### src/serial_line_editor_unit_macros.svh
// ============================================================================
// Serial line editor assertion macros
// Shared concurrent assertion forms used by the line editor RTL.
// ============================================================================
`ifndef SERIAL_LINE_EDITOR_UNIT_MACROS_SVH
`define SERIAL_LINE_EDITOR_UNIT_MACROS_SVH

// The condition must hold at every clock edge outside reset.
`define SLE_ASSERT_ALWAYS(label, clk, rst_n, cond) \
    label: assert property (@(posedge clk) disable iff (!rst_n) (cond)) \
        else $error("sle assertion failed");

// When the antecedent holds, the consequent must hold in the same cycle.
`define SLE_ASSERT_IMPLY(label, clk, rst_n, ante, cons) \
    label: assert property (@(posedge clk) disable iff (!rst_n) (ante) |-> (cons)) \
        else $error("sle assertion failed");

// When the antecedent holds, the consequent must hold in the next cycle.
`define SLE_ASSERT_NEXT(label, clk, rst_n, ante, cons) \
    label: assert property (@(posedge clk) disable iff (!rst_n) (ante) |=> (cons)) \
        else $error("sle assertion failed");

`endif

### src/sle_pkg.sv
// ============================================================================
// Serial line editor package
// Types, character codes and sizing constants shared by the editor modules.
// ============================================================================
package sle_pkg;

    localparam int SLE_LINE_DEPTH  = 64;
    localparam int SLE_QUEUE_DEPTH = 4;

    localparam logic [7:0] CH_BS    = 8'd8;
    localparam logic [7:0] CH_LF    = 8'd10;
    localparam logic [7:0] CH_CR    = 8'd13;
    localparam logic [7:0] CH_SPACE = 8'd32;

    localparam logic KIND_ECHO = 1'b0;
    localparam logic KIND_LINE = 1'b1;

    typedef enum logic [1:0] {
        OP_APPEND = 2'd0,
        OP_TERM   = 2'd1,
        OP_BS     = 2'd2
    } t_op;

    // One classified input word waiting for the back end.
    typedef struct packed {
        t_op        op;
        logic [7:0] data;
    } t_cmd;

    // One result word on the output stream.
    typedef struct packed {
        logic       kind;
        logic [7:0] data;
        logic       last;
    } t_out;

    // Queue status as seen by the back end.
    typedef struct packed {
        logic valid;
        t_cmd cmd;
    } t_q_head;

endpackage

### src/sle_ram.sv
// ============================================================================
// Generic RAM
// Simple dual-port memory: one write port, one read port with registered data.
// ============================================================================
module sle_ram #(
    parameter int WIDTH = 8,
    parameter int DEPTH = 64
) (
    input  logic                     i_clk,
    input  logic                     i_wr_en,
    input  logic [$clog2(DEPTH)-1:0] i_wr_addr,
    input  logic [WIDTH-1:0]         i_wr_data,
    input  logic                     i_rd_en,
    input  logic [$clog2(DEPTH)-1:0] i_rd_addr,
    output logic [WIDTH-1:0]         o_rd_data
);

    logic [WIDTH-1:0] r_mem [DEPTH];
    logic [WIDTH-1:0] r_rd_data;

    always_ff @(posedge i_clk) begin
        if (i_wr_en) begin
            r_mem[i_wr_addr] <= i_wr_data;
        end
        if (i_rd_en) begin
            r_rd_data <= r_mem[i_rd_addr];
        end
    end

    assign o_rd_data = r_rd_data;

endmodule

### src/sle_front.sv
// ============================================================================
// Serial line editor front end
// Accepts received words and classifies them into editing commands.
// ============================================================================
module sle_front import sle_pkg::*; (
    input  logic       i_s_tvalid,
    output logic       o_s_tready,
    input  logic [7:0] i_s_tdata,
    input  logic       i_q_full,
    output logic       o_push,
    output t_cmd       o_cmd
);

    t_op op;

    always_comb begin
        if (i_s_tdata inside {CH_CR, CH_LF}) begin
            op = OP_TERM;
        end else if (i_s_tdata == CH_BS) begin
            op = OP_BS;
        end else begin
            op = OP_APPEND;
        end
    end

    assign o_s_tready = !i_q_full;
    assign o_push     = i_s_tvalid && !i_q_full;
    assign o_cmd      = '{op: op, data: i_s_tdata};

endmodule

### src/sle_queue.sv
// ============================================================================
// Serial line editor command queue
// Short FIFO of classified commands between the front and back ends.
// ============================================================================
module sle_queue import sle_pkg::*; (
    input  logic    i_clk,
    input  logic    i_rst_n,
    input  logic    i_push,
    input  t_cmd    i_cmd,
    output logic    o_full,
    input  logic    i_pop,
    output t_q_head o_head
);

    localparam int PTR_W = (SLE_QUEUE_DEPTH > 1) ? $clog2(SLE_QUEUE_DEPTH) : 1;
    localparam int CNT_W = $clog2(SLE_QUEUE_DEPTH + 1);
    localparam logic [PTR_W-1:0] PTR_LAST = PTR_W'(SLE_QUEUE_DEPTH - 1);
    localparam logic [CNT_W-1:0] CNT_FULL = CNT_W'(SLE_QUEUE_DEPTH);

    t_cmd             r_slot [SLE_QUEUE_DEPTH];
    logic [PTR_W-1:0] r_wr_ptr, n_wr_ptr;
    logic [PTR_W-1:0] r_rd_ptr, n_rd_ptr;
    logic [CNT_W-1:0] r_cnt, n_cnt;
    logic             do_push, do_pop;

    assign o_full  = (r_cnt == CNT_FULL);
    assign do_push = i_push && !o_full;
    assign do_pop  = i_pop && (r_cnt != '0);

    always_comb begin
        n_wr_ptr = r_wr_ptr;
        n_rd_ptr = r_rd_ptr;
        n_cnt    = r_cnt;
        if (do_push) begin
            n_wr_ptr = (r_wr_ptr == PTR_LAST) ? '0 : r_wr_ptr + PTR_W'(1);
        end
        if (do_pop) begin
            n_rd_ptr = (r_rd_ptr == PTR_LAST) ? '0 : r_rd_ptr + PTR_W'(1);
        end
        if (do_push && !do_pop) begin
            n_cnt = r_cnt + CNT_W'(1);
        end else if (do_pop && !do_push) begin
            n_cnt = r_cnt - CNT_W'(1);
        end
    end

    always_ff @(posedge i_clk) begin
        if (!i_rst_n) begin
            r_wr_ptr <= '0;
            r_rd_ptr <= '0;
            r_cnt    <= '0;
        end else begin
            r_wr_ptr <= n_wr_ptr;
            r_rd_ptr <= n_rd_ptr;
            r_cnt    <= n_cnt;
        end
    end

    always_ff @(posedge i_clk) begin
        if (do_push) begin
            r_slot[r_wr_ptr] <= i_cmd;
        end
    end

    assign o_head = '{valid: (r_cnt != '0), cmd: r_slot[r_rd_ptr]};

endmodule

### src/sle_back.sv
// ============================================================================
// Serial line editor back end
// Executes editing commands on the line store and drives the result stream.
// ============================================================================
`include "serial_line_editor_unit_macros.svh"

module sle_back import sle_pkg::*; #(
    parameter int LINE_DEPTH = SLE_LINE_DEPTH
) (
    input  logic       i_clk,
    input  logic       i_rst_n,
    input  t_q_head    i_head,
    output logic       o_pop,
    output logic       o_m_tvalid,
    input  logic       i_m_tready,
    output t_out       o_m_word
);

    localparam int ADDR_W = $clog2(LINE_DEPTH);
    localparam int CNT_W  = $clog2(LINE_DEPTH + 1);
    localparam logic [CNT_W-1:0] CNT_MAX = CNT_W'(LINE_DEPTH);

    typedef enum logic [3:0] {
        ST_IDLE    = 4'b0001,
        ST_ECHO    = 4'b0010,
        ST_LINE_RD = 4'b0100,
        ST_LINE_WR = 4'b1000
    } t_state;

    t_state            r_state, n_state;
    logic [CNT_W-1:0]  r_count, n_count;
    logic [ADDR_W-1:0] r_idx, n_idx;
    logic [1:0]        r_echo_step, n_echo_step;
    logic              r_out_valid, n_out_valid;
    t_out              r_out, n_out;

    logic              out_free;
    logic              line_last;
    logic              wr_en, rd_en;
    logic [7:0]        rd_data;

    assign out_free  = !r_out_valid || i_m_tready;
    assign line_last = ((CNT_W'(r_idx) + CNT_W'(1)) == r_count);
    assign o_pop     = (r_state == ST_IDLE) && i_head.valid;
    assign wr_en     = o_pop && (i_head.cmd.op == OP_APPEND) && (r_count < CNT_MAX);
    assign rd_en     = (r_state == ST_LINE_RD);

    sle_ram #(
        .WIDTH (8),
        .DEPTH (LINE_DEPTH)
    ) u_line_store (
        .i_clk     (i_clk),
        .i_wr_en   (wr_en),
        .i_wr_addr (r_count[ADDR_W-1:0]),
        .i_wr_data (i_head.cmd.data),
        .i_rd_en   (rd_en),
        .i_rd_addr (r_idx),
        .o_rd_data (rd_data)
    );

    always_comb begin
        n_state     = r_state;
        n_count     = r_count;
        n_idx       = r_idx;
        n_echo_step = r_echo_step;
        n_out       = r_out;
        n_out_valid = r_out_valid && !i_m_tready;

        case (r_state)
            ST_IDLE: begin
                if (o_pop) begin
                    case (i_head.cmd.op)
                        OP_APPEND: begin
                            if (r_count < CNT_MAX) begin
                                n_count = r_count + CNT_W'(1);
                            end
                        end
                        OP_BS: begin
                            if (r_count != '0) begin
                                n_count     = r_count - CNT_W'(1);
                                n_echo_step = '0;
                                n_state     = ST_ECHO;
                            end
                        end
                        OP_TERM: begin
                            if (r_count != '0) begin
                                n_idx   = '0;
                                n_state = ST_LINE_RD;
                            end
                        end
                        default: begin
                        end
                    endcase
                end
            end
            ST_ECHO: begin
                if (out_free) begin
                    n_out_valid = 1'b1;
                    n_out.kind  = KIND_ECHO;
                    n_out.data  = (r_echo_step == 2'd1) ? CH_SPACE : CH_BS;
                    n_out.last  = (r_echo_step == 2'd2);
                    if (r_echo_step == 2'd2) begin
                        n_state = ST_IDLE;
                    end else begin
                        n_echo_step = r_echo_step + 2'd1;
                    end
                end
            end
            ST_LINE_RD: begin
                n_state = ST_LINE_WR;
            end
            ST_LINE_WR: begin
                // The read data stays put here since no new read is issued.
                if (out_free) begin
                    n_out_valid = 1'b1;
                    n_out.kind  = KIND_LINE;
                    n_out.data  = rd_data;
                    n_out.last  = line_last;
                    if (line_last) begin
                        n_count = '0;
                        n_state = ST_IDLE;
                    end else begin
                        n_idx   = r_idx + ADDR_W'(1);
                        n_state = ST_LINE_RD;
                    end
                end
            end
            default: begin
                n_state = ST_IDLE;
            end
        endcase
    end

    always_ff @(posedge i_clk) begin
        if (!i_rst_n) begin
            r_state     <= ST_IDLE;
            r_count     <= '0;
            r_idx       <= '0;
            r_echo_step <= '0;
            r_out_valid <= 1'b0;
        end else begin
            r_state     <= n_state;
            r_count     <= n_count;
            r_idx       <= n_idx;
            r_echo_step <= n_echo_step;
            r_out_valid <= n_out_valid;
        end
    end

    always_ff @(posedge i_clk) begin
        r_out <= n_out;
    end

    assign o_m_tvalid = r_out_valid;
    assign o_m_word   = r_out;

    `SLE_ASSERT_ALWAYS(a_count_bound, i_clk, i_rst_n, r_count <= CNT_MAX)
    `SLE_ASSERT_IMPLY(a_line_nonempty, i_clk, i_rst_n,
        (r_state == ST_LINE_RD) || (r_state == ST_LINE_WR), r_count != '0)
    `SLE_ASSERT_NEXT(a_bs_echo, i_clk, i_rst_n,
        o_pop && (i_head.cmd.op == OP_BS) && (r_count != '0), r_state == ST_ECHO)
    `SLE_ASSERT_NEXT(a_line_done, i_clk, i_rst_n,
        (r_state == ST_LINE_WR) && out_free && line_last,
        (r_count == '0) && r_out_valid && r_out.last)

endmodule

### src/serial_line_editor_unit.sv
// ============================================================================
// Serial line editor
// Assembles command lines from received bytes with backspace editing.
// ============================================================================
// Received words are taken in one per cycle while the four-entry command
// queue has room. A stalled output holds the input back only after the back
// end has stopped on it and the queue has filled up. The back end drains the
// queue: an ordinary byte, a dropped byte or a terminator or backspace on an
// empty line is handled in the idle state alone; a backspace passes through
// the echo state and emits the three echo words; a terminator on a line of
// N bytes emits the N line words, each via a read state and a write state
// because of the registered line store RAM read. Output stalls hold the echo
// and write states. The line store needs no clearing pass after reset.
module serial_line_editor_unit import sle_pkg::*; #(
    parameter int LINE_DEPTH = SLE_LINE_DEPTH
) (
    input  logic       i_clk,
    input  logic       i_rst_n,
    input  logic       i_s_axis_tvalid,
    output logic       o_s_axis_tready,
    input  logic [7:0] i_s_axis_tdata,  // [7:0] rx_byte
    output logic       o_m_axis_tvalid,
    input  logic       i_m_axis_tready,
    output logic [7:0] o_m_axis_tdata,  // [7:0] out_byte
    output logic       o_m_axis_tuser,  // [0] out_kind
    output logic       o_m_axis_tlast
);

    logic    push, pop, q_full;
    t_cmd    cmd;
    t_q_head head;
    t_out    word;

    sle_front u_front (
        .i_s_tvalid (i_s_axis_tvalid),
        .o_s_tready (o_s_axis_tready),
        .i_s_tdata  (i_s_axis_tdata),
        .i_q_full   (q_full),
        .o_push     (push),
        .o_cmd      (cmd)
    );

    sle_queue u_queue (
        .i_clk   (i_clk),
        .i_rst_n (i_rst_n),
        .i_push  (push),
        .i_cmd   (cmd),
        .o_full  (q_full),
        .i_pop   (pop),
        .o_head  (head)
    );

    sle_back #(
        .LINE_DEPTH (LINE_DEPTH)
    ) u_back (
        .i_clk      (i_clk),
        .i_rst_n    (i_rst_n),
        .i_head     (head),
        .o_pop      (pop),
        .o_m_tvalid (o_m_axis_tvalid),
        .i_m_tready (i_m_axis_tready),
        .o_m_word   (word)
    );

    assign o_m_axis_tdata = word.data;
    assign o_m_axis_tuser = word.kind;
    assign o_m_axis_tlast = word.last;

endmodule
### config.mk
export PLATFORM = sky130hd
export DESIGN_NAME = serial_line_editor_unit
export DESIGN_NICKNAME = d
export VERILOG_FILES = /design/src/sle_pkg.sv /design/src/sle_ram.sv /design/src/sle_front.sv /design/src/sle_queue.sv /design/src/sle_back.sv /design/src/serial_line_editor_unit.sv
export VERILOG_INCLUDE_DIRS = /design/src /design/src/src
export SDC_FILE = /design/constraint.sdc
export NUM_CORES = 1
export LEC_CHECK = 0
export ABC_CLOCK_PERIOD_IN_PS = 4840
export BUFFER_PORTS_ARGS = -buffer_cell sky130_fd_sc_hd__buf_2
export CORE_MARGIN = 1
export CORE_UTILIZATION = 55
export CTS_BUF_LIST = sky130_fd_sc_hd__clkbuf_16
export DETAILED_ROUTE_END_ITERATION = 10
export GPL_ROUTABILITY_DRIVEN = 0
export GPL_TIMING_DRIVEN = 0
export PLACE_DENSITY = 0.75
export SLEW_MARGIN = 20
export SYNTH_ARGS = -nofsm -noshare
export SYNTH_HDL_FRONTEND = slang
export SYNTH_SLANG_ARGS = --single-unit
### constraint.sdc
create_clock -name i_clk -period 4.84 [get_ports i_clk]
set_input_delay 0.726 -clock i_clk [delete_from_list [all_inputs] [get_ports i_clk]]
set_output_delay 0.726 -clock i_clk [all_outputs]
set_load 0.01 [all_outputs]
; Word-level counts from Yosys, hierarchy flattened
; Memory sizes are Yosys's and may differ from the RTL's. A register that Yosys moved wholly into a read port is not among the register bits.
; Index checks and enable logic that the tools add are counted.
[totals]
mem_count = 2
ramBits = 552
ff_bits = 37
[mem_list]
columns = memory, depth, word_bits, read_ports, rd_ports_with_merged_regs, wr, line_no
row1 = u_back.u_line_store.r_mem, 64, 8, 1, 1, 1, sle_ram.sv:18  ; logic [WIDTH-1:0] r_mem [DEPTH];
row2 = u_queue.r_slot, 4, 10, 1, 1, 1, sle_queue.sv:20  ; t_cmd r_slot [SLE_QUEUE_DEPTH];
[classes]
add_sub_neg = 9
n_reduce_logical = 29
n_eq_ne = 30
n_mux = 46
n_lt_le_gt_ge = 1
[ops]
columns = cell, n
row1 = $mux 6, 6
row2 = $mux 7, 5
row3 = $pmux 7 s2, 2
row4 = $eq 8x4->1 const B, 3
row5 = $mux 4, 6
row6 = $mux 2, 11
row7 = $mux 10, 2
row8 = $pmux 10 s2, 1
row9 = $pmux 4 s4, 1
row10 = $ne 3x3->1 const B, 5
row11 = $reduce_and 7->1, 2
row12 = $pmux 6 s2, 1
row13 = $reduce_and 6->1, 2
row14 = $ne 2x1->1 const B, 5
row15 = $ne 2x2->1 const B, 5
row16 = $reduce_bool 2->1, 5
row17 = $logic_and 1x1->1, 9
row18 = $mux 3, 3
row19 = $eq 2x2->1 const B, 4
row20 = $pmux 4 s2, 1
row21 = $add 6x1->7 const B, 1
row22 = $add 7x1->7 const B, 1
row23 = $eq 7x7->1, 1
row24 = $lt 7x7->1 const B, 1
row25 = other kinds (20), 32

; Depth between registers and ports, before layout
; Gate-level depths: netlist of the first run.
[depth]
ltp_word = 8
depth_mapped = 11
mapped_depth_nobuf = 10

; Hierarchy
; From an unflattened synthesis of the first run, not the netlist that was laid out.
[hier_totals]
hier_cells = 1260
hier_area_um2 = 24155.7
[modules_own_cells]
columns = module, n_inst, cells_per_inst, area_per_inst_um2
row1 = sle_ram, 1, 940, 20246.9
row2 = sle_queue, 1, 103, 1918.1
row3 = sle_back, 1, 201, 1870.5
row4 = sle_front, 1, 16, 120.1

; Worst setup path after synthesis of the first run
; No wires, ideal clock.
[synth_path]
path_type = register to register
start = register (tool-made name)
end = register u_back.r_count[6]
setup_slack_ps = 1457
required_ps = 4770
synth_period_minus_slack_ps = 3383
stages_incl_launch_ff = 11
setup_time_ps = 70
n_path_buf = 1
arrival_ps = 3313
cell_sequence = dfxtp_1 clkbuf_1 mux4_2 ha_1 fa_1 a211oi_1 nor4b_1 a2111oi_0 and2_1 a21oi_1 o2bb2ai_1
[synth_rtl]
columns = item, line_no
row1 = to (signal assigned), sle_back.sv:143  ; r_count <= n_count;
row2 = to (decl), sle_back.sv:31  ; logic [CNT_W-1:0] r_count, n_count;

==> results of run 1 <==
worst max-delay path, delay by kind of cell, from the launching register on:
family	cells	cell delay [ps]
multiplexers	1	640
buffers and inverters	2	760
adder cells (fa/ha/maj)	1	170
AND/OR/NAND/NOR	4	1900
flip-flops	1	300
registers in the layout (all words and copies together), names as in the netlist, named ones only:
| signal | flops |
|---|---|
| u_back.r_count | 7 |
| u_back.r_echo_step | 2 |
| u_back.r_state | 4 |
| u_back.u_line_store.r_mem | 512 |
| u_queue.r_cnt | 3 |
| u_back.o_m_word | 10 |
| u_queue.r_rd_ptr | 2 |
| u_back.r_idx | 6 |
| u_queue.r_slot | 40 |
| u_back.o_m_tvalid | 1 |
| u_queue.r_wr_ptr | 2 |
| u_back.u_line_store.o_rd_data | 8 |
worst paths after layout:
path | start | end | slack, ps | cells past startpoint
max reg2reg | flip-flop | u_back.u_line_store.r_mem[38][3]$_DFFE_PP_ | 700 | 8
min reg2reg | u_queue.r_rd_ptr[1]$_SDFFE_PN0P_ | u_queue.r_rd_ptr[1]$_SDFFE_PN0P_ | 500 | 2
min | i_s_axis_tdata[3] | u_queue.r_slot[2][3]$_DFFE_PP_ | 350 | 1
max | flip-flop | u_back.u_line_store.r_mem[38][3]$_DFFE_PP_ | 700 | 8
power groups by stage:
stage	clock (mW)	combinational (mW)	sequential (mW)
5_1_grt	4.90	1.96	6.54
6_report	4.67	1.79	6.53
3_5_place_dp	0	1.79	6.65
2_1_floorplan	0	1.16	6.61
3_3_place_gp	0	1.70	6.65
4_1_cts	4.71	1.79	6.54
cell usage after synthesis, types with 3 or more instances:
| library cell | instances |
|---|---|
| edfxtp_1 | 570 |
| mux4_2 | 154 |
| nor2_1 | 79 |
| nand2_1 | 41 |
| dfxtp_1 | 29 |
| clkbuf_1 | 25 |
| a21oi_1 | 21 |
| buf_2 | 21 |
| inv_1 | 20 |
| nor2b_1 | 18 |
| ha_1 | 17 |
| o21ai_0 | 16 |
| mux2i_1 | 15 |
| nor3_1 | 13 |
| a211oi_1 | 11 |
| o22ai_1 | 11 |
| and2_1 | 10 |
| nand3_1 | 9 |
| o221ai_1 | 9 |
| xnor2_1 | 9 |
| or3_1 | 7 |
| a22oi_1 | 6 |
| and3_1 | 6 |
| nand3b_1 | 6 |
| a32o_1 | 5 |
| buf_1 | 5 |
| buf_6 | 5 |
| xor2_1 | 5 |
| buf_4 | 4 |
| mux2_2 | 4 |
| nand2b_1 | 4 |
| nor4_1 | 3 |
| o211ai_1 | 3 |
| or3b_2 | 3 |
placed cells by master, fill, tap and decap left out, types with 6 or more instances in the layout:
master       n
mux4_4       8
clkbuf_16   61
clkbuf_1    25
o22ai_1     11
nand2_1     41
bufinv_16    9
inv_1       30
ha_1        17
nor2b_1     18
and2_1      10
nor3_1      13
clkinv_2    11
or3_1        7
nor2_1      79
xnor2_1      9
clkinv_1    10
nand3b_1     6
and3_1       6
a211oi_1    11
a21oi_1     21
mux2i_1     15
mux4_2     146
o221ai_1     9
nand3_1      9
a22oi_1      6
buf_2       45
o21ai_0     16
dfxtp_1     29
edfxtp_1   570
cell families after synthesis:
group / after synthesis
mux: 173
compound gates: 104
simple gates: 215
fa+ha+maj: 19
buf+inv: 81
flops: 599
xor+xnor: 14
layer usage:
layer / global-route usage (%) / wire length [um] / up-vias
li1: - / - / 5125
met1: 34.5 / 20700 / 6414
met2: 39.0 / 25500 / 600
met3: 4.37 / 4570 / 86
met4: 8.47 / 1480 / 0
met5: 0 / 0 / -
stage by stage:
| step | total power, mW | worst slack (ps) |
|---|---|---|
| 2_1_floorplan | 7.76 | 1460 |
| 3_3_place_gp | 8.34 | 725 |
| 3_5_place_dp | 8.43 | 655 |
| 4_1_cts | 13.0 | 619 |
| 5_1_grt | 13.4 | 343 |
| 6_report | 13.0 | 695 |
layout make-up:
cell class / instances / area (um^2)
plain buffers: 60 / 304
inverters: 21 / 78.8
well taps: 585 / 732
fillers: 2936 / 16200
repair buffers: 24 / 120
flip-flops and latches: 599 / 17700
multi-input cells: 525 / 5840
clock buffers: 61 / 1530
clock inverters: 48 / 464
==> key figures, run 1 <==
Finish
  • Post-route non-filler standard cell count: 1923
  • Area grow syn2layout: 12.0%
  • NumNets Final: 1320
  • Layout cells sized above 1: 23.3%
  • Antenna Cells: 0
  • Final Cell Area: 26800 um^2
  • Core Util, Final: between 60 and 70%

Global routing
  • Largest net degree at the start of global routing: 65
  • GR Overflow Total: 0
  • GRT Total Usage: approximately a quarter
  • Initial antenna violation count: 2
  • First-pass GRT wire length: between 70 and 80 mm
  • Vias in the first global route: 12202

Floorplanning
  • Die height: 210 um
  • Core Rows: 76
  • Core area: 43000 um^2
  • # IOs: 24
  • Die X-Extent: 210 um
  • Effective utilization at floorplan: 55.6%
  • Die area: ~44000 um^2

Place
  • Buffers on Ports: 23
  • HPWL after DPL: about 33 mm
  • Dpl cells: 1814
  • Post-DP Area: 24800 um^2

Logic synthesis
  • Seq/Total Area, Yosys: 74.1%
  • Synth Area per Inst: 19.8 um^2
  • Async set-or-reset flop fraction in the synthesized netlist: 0%
  • Adder-cell share of the synthesized area: 1.06%
  • Number of synthesized flops with an enable pin: 570
  • Post-synthesis register bit count: 599
  • Yosys warning count: 0
  • Biggest area consumer among synthesized cells: edfxtp_1
  • Gate Count Post-Synth: roughly 1200
  • Largest family of logic cells by synthesized area: multiplexers
  • Post-Syn Nets: roughly 1200
  • Synth area leaders: edfxtp_1 (72%), mux4_2 (15%), dfxtp_1 (2.4%)
  • Post-synthesis simple-gate area fraction: 4.47%
  • Count of different cell masters after synthesis: between 60 and 70
  • Post-synthesis xor/xnor area fraction: 0.513%
  • Post-synth top area share: 71.6%
  • Compound-Gate Fraction of Synth Area: 2.97%
  • Most used DFF post-synth: edfxtp_1
  • Synth Cell Area: around 24000 um^2
  • Mux contribution to synthesized area: 15.3%

Timing
  • Pins Over Slew Limit: 0
  • Worst Tran Pin Value: about 1100 ps
  • Setup repair after global routing missed its margin: no
  • Minimum clock period: 4140 ps
  • Slew HR: 25.4%
  • Hold_ws: 354 ps
  • Final period util: 85.6%
  • Finish-stage setup viols: 0
  • F_max: 0.241 GHz
  • Setup TNS: 0 ps
  • Clock skew: 21.3 ps
  • Final hold vios: 0

Setup path
  • CP Data Arrival Time: 4380 ps
  • CP Capture Type: flip-flop
  • Worst-path cell with the longest stage delay: nor2_1
  • Worst-path fanout max: 10
  • Slowest cell delay on critical path: ~920 ps
  • Critical Path RT: between 5000 and 6000 ps
  • Setup CP Type: flip-flop to flip-flop
  • Critical-path cell list: clkbuf_1, mux4_2, inv_1, ha_1, nand2b_1, nor3_2, nand3_1, nor2_1
  • Setup crit start kind: flip-flop

Pwr
  • NetSw: ~3.3 mW
  • Peak supply drop: about 450 uV
  • Sw frac: 25.5%
  • Sequential share of power: 50.3%
  • Leakage: 8.37 nW
  • Cell Pwr Density: 485 nW/um^2
  • Clock power share: 35.9%
  • Int Pwr: 9.67 mW
  • Comb pwr share: 13.8%

Drt
  • DRT antenna net count: 0
  • WL/cell: 27.2 um
  • Via count normalized by instance count: about 6.4
  • 1st-pass router iterations: 5
  • Routed via count: about 12000
  • Final WL: 52.2 mm
  • Initial DRC count: 1518
  • Post-route DRC: 0

Status
  • Status: complete, no violations

Clock network
  • CTS Sinks: about 600
  • CTS resizes: 0
  • Skew-Pair Late Insertion Delay: 610 ps
  • Clock Path Buffers: 3
  • Hold Buf Count CTS: 0
  • Cts bufs inserted: 58
  • Root buf cell: clkbuf_16
  • Reg clk slew, reported paths: 60 ps
  • # Post-CTS Setup Buffers: 0
  • H-tree depth: 2
  • CTS tree: done

Hold path
  • Hold Crit Class: primary input to flip-flop

Flow run
  • MaxCap Viol Count: 0
Power figures use the tool's default switching activity.
==> run 2: changes to the inputs <==
--- a/config.mk
+++ b/config.mk
@@ -6,7 +6,7 @@
 export SDC_FILE = /design/constraint.sdc
 export NUM_CORES = 1
 export LEC_CHECK = 0
-export ABC_CLOCK_PERIOD_IN_PS = 4840
+export ABC_CLOCK_PERIOD_IN_PS = 3850
 export BUFFER_PORTS_ARGS = -buffer_cell sky130_fd_sc_hd__buf_2
 export CORE_MARGIN = 1
 export CORE_UTILIZATION = 55
==> constraint.sdc (replaced) <==
create_clock -name i_clk -period 3.85 [get_ports i_clk]
set_input_delay 0.5775 -clock i_clk [delete_from_list [all_inputs] [get_ports i_clk]]
set_output_delay 0.5775 -clock i_clk [all_outputs]
set_load 0.01 [all_outputs]
==> run 2 against run 1 <==
  * Hold slack got worse by 150 ps
  * Register-to-register slack got worse by 410 ps
  * Sequential share of layout area shrank 0.088 points
  * Cell count decreased by 0.10%
  * Flip-flop and latch count stayed put
  * Fmax grew 16%
  * Global-route usage increased by 0.051 points
  * Clock power rose by 26%
  * Combinational power increased by 25%
  * Routed wire length is 0.50% higher
  * Critical endpoint is now u_back.u_line_store.r_mem[36][6]$_DFFE_PP_
  * Largest cell class unchanged
  * Highest routed layer unchanged
==> key figures, run 2 (synthesis results as in run 1) <==
Timing
  • Setup repair after global routing missed its margin: no
  • Finish-stage setup viols: 0 (unchanged)
  • Setup TNS: 0 ps (unchanged)
  • F_max: 0.281 GHz (+16%)
  • Slew HR: 25.1% (-0.38 points)
  • Final hold vios: 0 (unchanged)
  • Final period util: 92.6% (+6.9 points)
  • Minimum clock period: 3560 ps (-581 ps)
  • Setup ws final: 287 ps (-409 ps)
  • Hold_ws: 208 ps (-146 ps)
  • Worst Tran Pin Value: 1120 ps (+5.76 ps)
  • Clock skew: 20.3 ps (-0.960 ps)
  • Pins Over Slew Limit: 0 (unchanged)

Floorplanning
  • Effective utilization at floorplan: 55.6% (unchanged)
  • Die height: 210 um (unchanged)
  • Die X-Extent: 210 um (unchanged)
  • Die area: 44300 um^2 (unchanged)
  • # IOs: 24 (unchanged)
  • Core area: 43000 um^2 (unchanged)
  • Core Rows: 76 (unchanged)

Drt
  • Final WL: 52.5 mm (+0.50%)
  • Routed via count: 12121 (-0.85%)
  • Post-route DRC: 0 (unchanged)
  • 1st-pass router iterations: 5 (unchanged)
  • Via count normalized by instance count: 6.31 (-0.75%)
  • Initial DRC count: 1608 (+5.9%)
  • DRT antenna net count: 0 (unchanged)
  • WL/cell: 27.3 um (+0.61%)

Global routing
  • GR Overflow Total: 0 (unchanged)
  • Vias in the first global route: 12203 (+0.0082%)
  • First-pass GRT wire length: 78.5 mm (+0.17%)
  • GRT Total Usage: 24.5% (+0.051 points)
  • Largest net degree at the start of global routing: 65 (unchanged)
  • Initial antenna violation count: 2 (unchanged)

Setup path
  • Setup CP Type: flip-flop to flip-flop
  • Number of buffers and inverters on the critical path: 1 (-1)
  • CP Capture Type: flip-flop
  • Setup crit start kind: flip-flop
  • Slowest cell delay on critical path: 870 ps (-50 ps)
  • Worst-path fanout max: 10 (unchanged)
  • Worst-path cell with the longest stage delay: nor2_1
  • Critical-path cell list: mux4_2, inv_1, ha_1, nand2b_1, nor3_2, nand2_1, nor2_1
  • Critical Path RT: 4080 ps (-990 ps)
  • CP Data Arrival Time: 3790 ps (-590 ps)
  • Top delay family on crit path: simple AND/OR/NAND/NOR gates

Finish
  • Most common library cell in the layout ignoring fill and taps: edfxtp_1
  • Post-route non-filler standard cell count: 1921 (-0.10%)
  • Layout cells sized above 1: 24.2% (+0.86 points)
  • Core Util, Final: 62.4% (+0.087 points)
  • Most frequent cells in the layout: edfxtp_1 (570), mux4_2 (146), nor2_1 (70), clkbuf_16 (61), buf_2 (45)
  • Area grow syn2layout: 12.2%
  • Reg with most FFs: u_back.u_line_store.r_mem
  • Final Cell Area: 26800 um^2 (+0.14%)
  • Antenna Cells: 0 (unchanged)
  • Max FFs per register: 512 (unchanged)
  • Fill cells: 2932 (-0.14%)
  • NumNets Final: 1318 (-0.15%)

Clock network
  • # Post-CTS Setup Buffers: 0 (unchanged)
  • CTS tree: done
  • H-tree depth: 2 (unchanged)
  • Hold Buf Count CTS: 0 (unchanged)
  • CTS Sinks: 599 (unchanged)
  • Cts bufs inserted: 58 (unchanged)
  • Reg clk slew, reported paths: 60 ps (about the same)
  • Root buf cell: clkbuf_16
  • Clock Path Buffers: 3 (unchanged)
  • Skew-Pair Late Insertion Delay: 600 ps (about the same)

Place
  • HPWL after DPL: 32.9 mm (unchanged)
  • Buffers on Ports: 23 (unchanged)
  • DP Worst Slack: -335 ps (-990 ps)
  • Dpl cells: 1814 (unchanged)
  • Post-DP Area: 24800 um^2 (unchanged)

Status
  • Status: complete, no violations

Pwr
  • Cell Pwr Density: 610 nW/um^2 (+26%)
  • Peak supply drop: 565 uV (+25%)
  • Overall power: 16.3 mW (+26%)
  • Leakage: 8.36 nW (about the same)

Hold path
  • Hold Crit Class: primary input to flip-flop

Flow run
  • MaxCap Viol Count: 0 (unchanged)
==> run 2: cell type report <==
cell class,instances,area [um^2],area share [%]
clock inverters,48,464,1.73
plain buffers,58,297,1.11
flip-flops and latches,599,17700,66.0
inverters,21,78.8,0.294
well taps,585,732,2.73
multi-input cells,525,5890,22.0
repair buffers,24,120,0.448
clock buffers,61,1530,5.70
==> run 2: worst paths after layout <==
| path | slack (ps) | end | start | cells after the start |
|---|---|---|---|---|
| setup / recovery | 290 | u_back.u_line_store.r_mem[36][6]$_DFFE_PP_ | flip-flop | 7 |
| setup reg to reg | 290 | u_back.u_line_store.r_mem[36][6]$_DFFE_PP_ | flip-flop | 7 |
| hold reg to reg | 500 | u_queue.r_rd_ptr[1]$_SDFFE_PN0P_ | u_queue.r_rd_ptr[1]$_SDFFE_PN0P_ | 2 |
| hold / removal | 210 | u_queue.r_slot[2][3]$_DFFE_PP_ | i_s_axis_tdata[3] | 1 |
==> run 2: timing repair <==
item                                   in CTS  in global routing
gates resized for setup                    13                  2
pin swaps                                   0                  0
endpoints found under the hold margin       0                  0
setup endpoints to repair                 415                409
==> run 2: power breakdown <==
group | total [mW] | internal [mW] | switching [mW]
clock | 5.87 | 3.46 | 2.41
combinational | 2.23 | 0.580 | 1.65
sequential | 8.25 | 8.11 | 0.139
==> run 2: layer usage <==
layer	vias to the layer above	global-route usage, %	wire [um]
met4	0	8.65	1520
met3	94	4.32	4650
met2	624	39.0	25600
li1	5118	-	-
met1	6285	34.6	20800
met5	-	0	0
==> run 2: worst reg2reg max path, delay by kind of cell (launching register included) <==
family	cells	cell delay [ps]
AND/OR/NAND/NOR	4	1750
multiplexers	1	600
adder cells (fa/ha/maj)	1	170
flip-flops	1	570
buffers and inverters	1	110
==> run 3: changes to the inputs <==
--- a/config.mk
+++ b/config.mk
@@ -9,12 +9,12 @@
 export ABC_CLOCK_PERIOD_IN_PS = 3850
 export BUFFER_PORTS_ARGS = -buffer_cell sky130_fd_sc_hd__buf_2
 export CORE_MARGIN = 1
-export CORE_UTILIZATION = 55
+export CORE_UTILIZATION = 48
 export CTS_BUF_LIST = sky130_fd_sc_hd__clkbuf_16
 export DETAILED_ROUTE_END_ITERATION = 10
 export GPL_ROUTABILITY_DRIVEN = 0
 export GPL_TIMING_DRIVEN = 0
-export PLACE_DENSITY = 0.75
+export PLACE_DENSITY = 0.67
 export SLEW_MARGIN = 20
 export SYNTH_ARGS = -nofsm -noshare
 export SYNTH_HDL_FRONTEND = slang
==> run 3 against run 2 <==
  * Clock power shrank 9.4%
  * Combinational power is essentially flat
  * Fmax shrank 3.5%
  * Flip-flop and latch count is the same
  * Largest power group unchanged
  * Highest routed layer is now met5
  * Routed wire length grew 1.1%
  * Global-route usage shrank 2.7 points
  * Clock skew shrank 4.6 ps
  * Register-to-register slack lost 130 ps
==> key figures, run 3 (synthesis results as in run 1) <==
Finish
  • Most common library cell in the layout ignoring fill and taps: edfxtp_1
  • NumNets Final: 1318 (unchanged)
  • Reg with most FFs: u_back.u_line_store.r_mem
  • Area grow syn2layout: 11.5%
  • Layout cells sized above 1: 23.1% (-1.1 points)
  • Most frequent cells in the layout: edfxtp_1 (570), mux4_2 (146), nor2_1 (70), clkbuf_16 (61), buf_2 (45)
  • Max FFs per register: 512 (unchanged)
  • Antenna Cells: 0 (unchanged)
  • Core Util, Final: 54.3% (-8.0 points)
  • Fill cells: 3786 (+29%)

Place
  • DP Worst Slack: -356 ps (-21.0 ps)
  • Buffers on Ports: 23 (unchanged)
  • HPWL after DPL: 33.0 mm (+0.27%)

Setup path
  • Critical Path RT: 4100 ps (+20 ps)
  • CP Data Arrival Time: 3940 ps (+150 ps)
  • CP Capture Type: flip-flop
  • R2R setup slack: 160 ps (-130 ps)
  • Worst flop-to-flop path endpoint: u_back.u_line_store.r_mem[38][1]$_DFFE_PP_
  • Setup CP Type: flip-flop to flip-flop
  • Setup crit start kind: flip-flop
  • Worst-path fanout max: 10 (unchanged)
  • Register-to-Register Path Depth: 7 (unchanged)

Pwr
  • Clock power share: 33.6% (-2.3 points)
  • Int Pwr: 11.7 mW (-4.1%)
  • Overall power: 15.8 mW (-3.4%)
  • Comb pwr share: 14.2% (+0.6 points)
  • Sw frac: 26.2% (+0.57 points)
  • Sequential share of power: 52.2% (+1.7 points)
  • Cell Pwr Density: 593 nW/um^2 (-2.8%)
  • NetSw: 4.14 mW (-1.2%)
  • Leakage: 8.27 nW (-1.1%)
  • Peak supply drop: 408 uV (-28%)

Clock network
  • CTS Sinks: 599 (unchanged)
  • Root buf cell: clkbuf_16
  • Skew-Pair Late Insertion Delay: 620 ps (+20 ps)
  • Reg clk slew, reported paths: 60 ps (about the same)
  • Cts bufs inserted: 58 (unchanged)
  • CTS tree: done
  • H-tree depth: 2 (unchanged)
  • Clock Path Buffers: 3 (unchanged)

Drt
  • Initial DRC count: 1369 (-15%)
  • Via count normalized by instance count: 6.01 (-4.8%)
  • Post-route DRC: 0 (unchanged)
  • WL/cell: 26.6 um (-2.6%)
  • Routed via count: 11969 (-1.3%)
  • 1st-pass router iterations: 5 (unchanged)
  • DRT antenna net count: 0 (unchanged)
  • Final WL: 53.0 mm (+1.1%)

Timing
  • Finish-stage setup viols: 0 (unchanged)
  • Setup repair after global routing missed its margin: yes
  • Final period util: 95.9% (+3.3 points)
  • Worst Tran Pin Value: 1120 ps (-0.877 ps)
  • Final hold vios: 0 (unchanged)
  • Pins Over Slew Limit: 0 (unchanged)
  • F_max: 0.271 GHz (-3.5%)
  • Minimum clock period: 3690 ps (+128 ps)
  • Clock skew: 15.7 ps (-4.64 ps)
  • Setup ws final: 159 ps (-128 ps)
  • Slew HR: 25.1% (+0.058 points)

Global routing
  • GRT Total Usage: 21.8% (-2.7 points)
  • Initial antenna violation count: 1 (-1)
  • GR Overflow Total: 0 (unchanged)
  • Vias in the first global route: 12100 (-0.84%)
  • First-pass GRT wire length: 79.9 mm (+1.7%)
  • Largest net degree at the start of global routing: 65 (unchanged)

Floorplanning
  • Effective utilization at floorplan: 48.7% (-6.9 points)
  • Core area: 49100 um^2 (+14%)
  • Die height: 225 um (+7.0%)
  • # IOs: 24 (unchanged)
  • Die X-Extent: 225 um (+7.0%)
  • Core Rows: 81 (+6.6%)
  • Die area: 50700 um^2 (+14%)

Hold path
  • Hold_sp: i_s_axis_tdata[5]
  • Hold Crit Depth: 1 (unchanged)
  • Hold path endpoint: u_queue.r_slot[1][5]$_DFFE_PP_
  • Hold Crit Class: primary input to flip-flop

Status
  • Status: complete, no violations

Flow run
  • MaxCap Viol Count: 0 (unchanged)
## run 3: per-layer routing
| layer | up-vias | GRT usage [%] | part of all wire (%) |
|---|---|---|---|
| met5 | - | 0 | 0.021 |
| met2 | 481 | 34.5 | 48 |
| met1 | 6264 | 30.7 | 41 |
| met3 | 110 | 3.68 | 7.7 |
| li1 | 5112 | - | - |
| met4 | 2 | 7.77 | 2.9 |
## run 3: layout make-up
| type | count | area (um^2) | area share (%) |
|---|---|---|---|
| buffer | 58 | 297 | 1.11 |
| clock buffer | 61 | 1530 | 5.73 |
| clock inverter | 41 | 230 | 0.864 |
| sequential | 599 | 17700 | 66.4 |
| inverter | 21 | 78.8 | 0.296 |
| tap | 664 | 831 | 3.12 |
| timing repair buffer | 24 | 120 | 0.451 |
| multi-input combinational | 525 | 5870 | 22.0 |
## run 3: worst max-delay path by stage
stage                                                             to  depth (start not counted)
after floorplan                       u_back.r_count[6]$_SDFFE_PN0P_                         10
after global placement    u_back.u_line_store.r_mem[46][4]$_DFFE_PP_                          8
after detailed placement  u_back.u_line_store.r_mem[46][4]$_DFFE_PP_                          8
after CTS                 u_back.u_line_store.r_mem[38][1]$_DFFE_PP_                          8
after global routing      u_back.u_line_store.r_mem[38][1]$_DFFE_PP_                          7
final                     u_back.u_line_store.r_mem[38][1]$_DFFE_PP_                          7
## run 3: power groups by stage
stage                     Combinational, mW  Clock [mW]  Sequential (mW)
after detailed placement               2.27           0             8.35
after global routing                   2.46        5.62             8.27
after CTS                              2.24        5.37             8.25
final                                  2.24        5.32             8.25
after floorplan                        1.45           0             8.31
after global placement                 2.16           0             8.36
## run 3: worst max-delay path, stage by stage, from the launching register on
cell	delay, ps
dfxtp_2	560
mux4_2	600
inv_1	100
ha_1	170
nand2b_1	130
nor3_2	240
nand3_1	740
nor2_2	780
## run 3: stage by stage
stage | TNS, ps | cell area (um^2) | hold slack (ps) | std cells
after floorplan | 0 | 23900 | 467 | 1205
after global placement | -29830 | 24800 | 487 | 1892
after detailed placement | -48060 | 24900 | 509 | 1893
after CTS | 0 | 26600 | 169 | 1994
after global routing | -91.6 | 26700 | 180 | 1993
final | 0 | 26700 | 197 | 1993
## run 3: timing repair
item                                   CTS  global route
endpoints found under the hold margin    0             0
setup buffers                            0             0
setup endpoints to repair              408            42
resized for setup                       11             2
hold buffers                             0             0
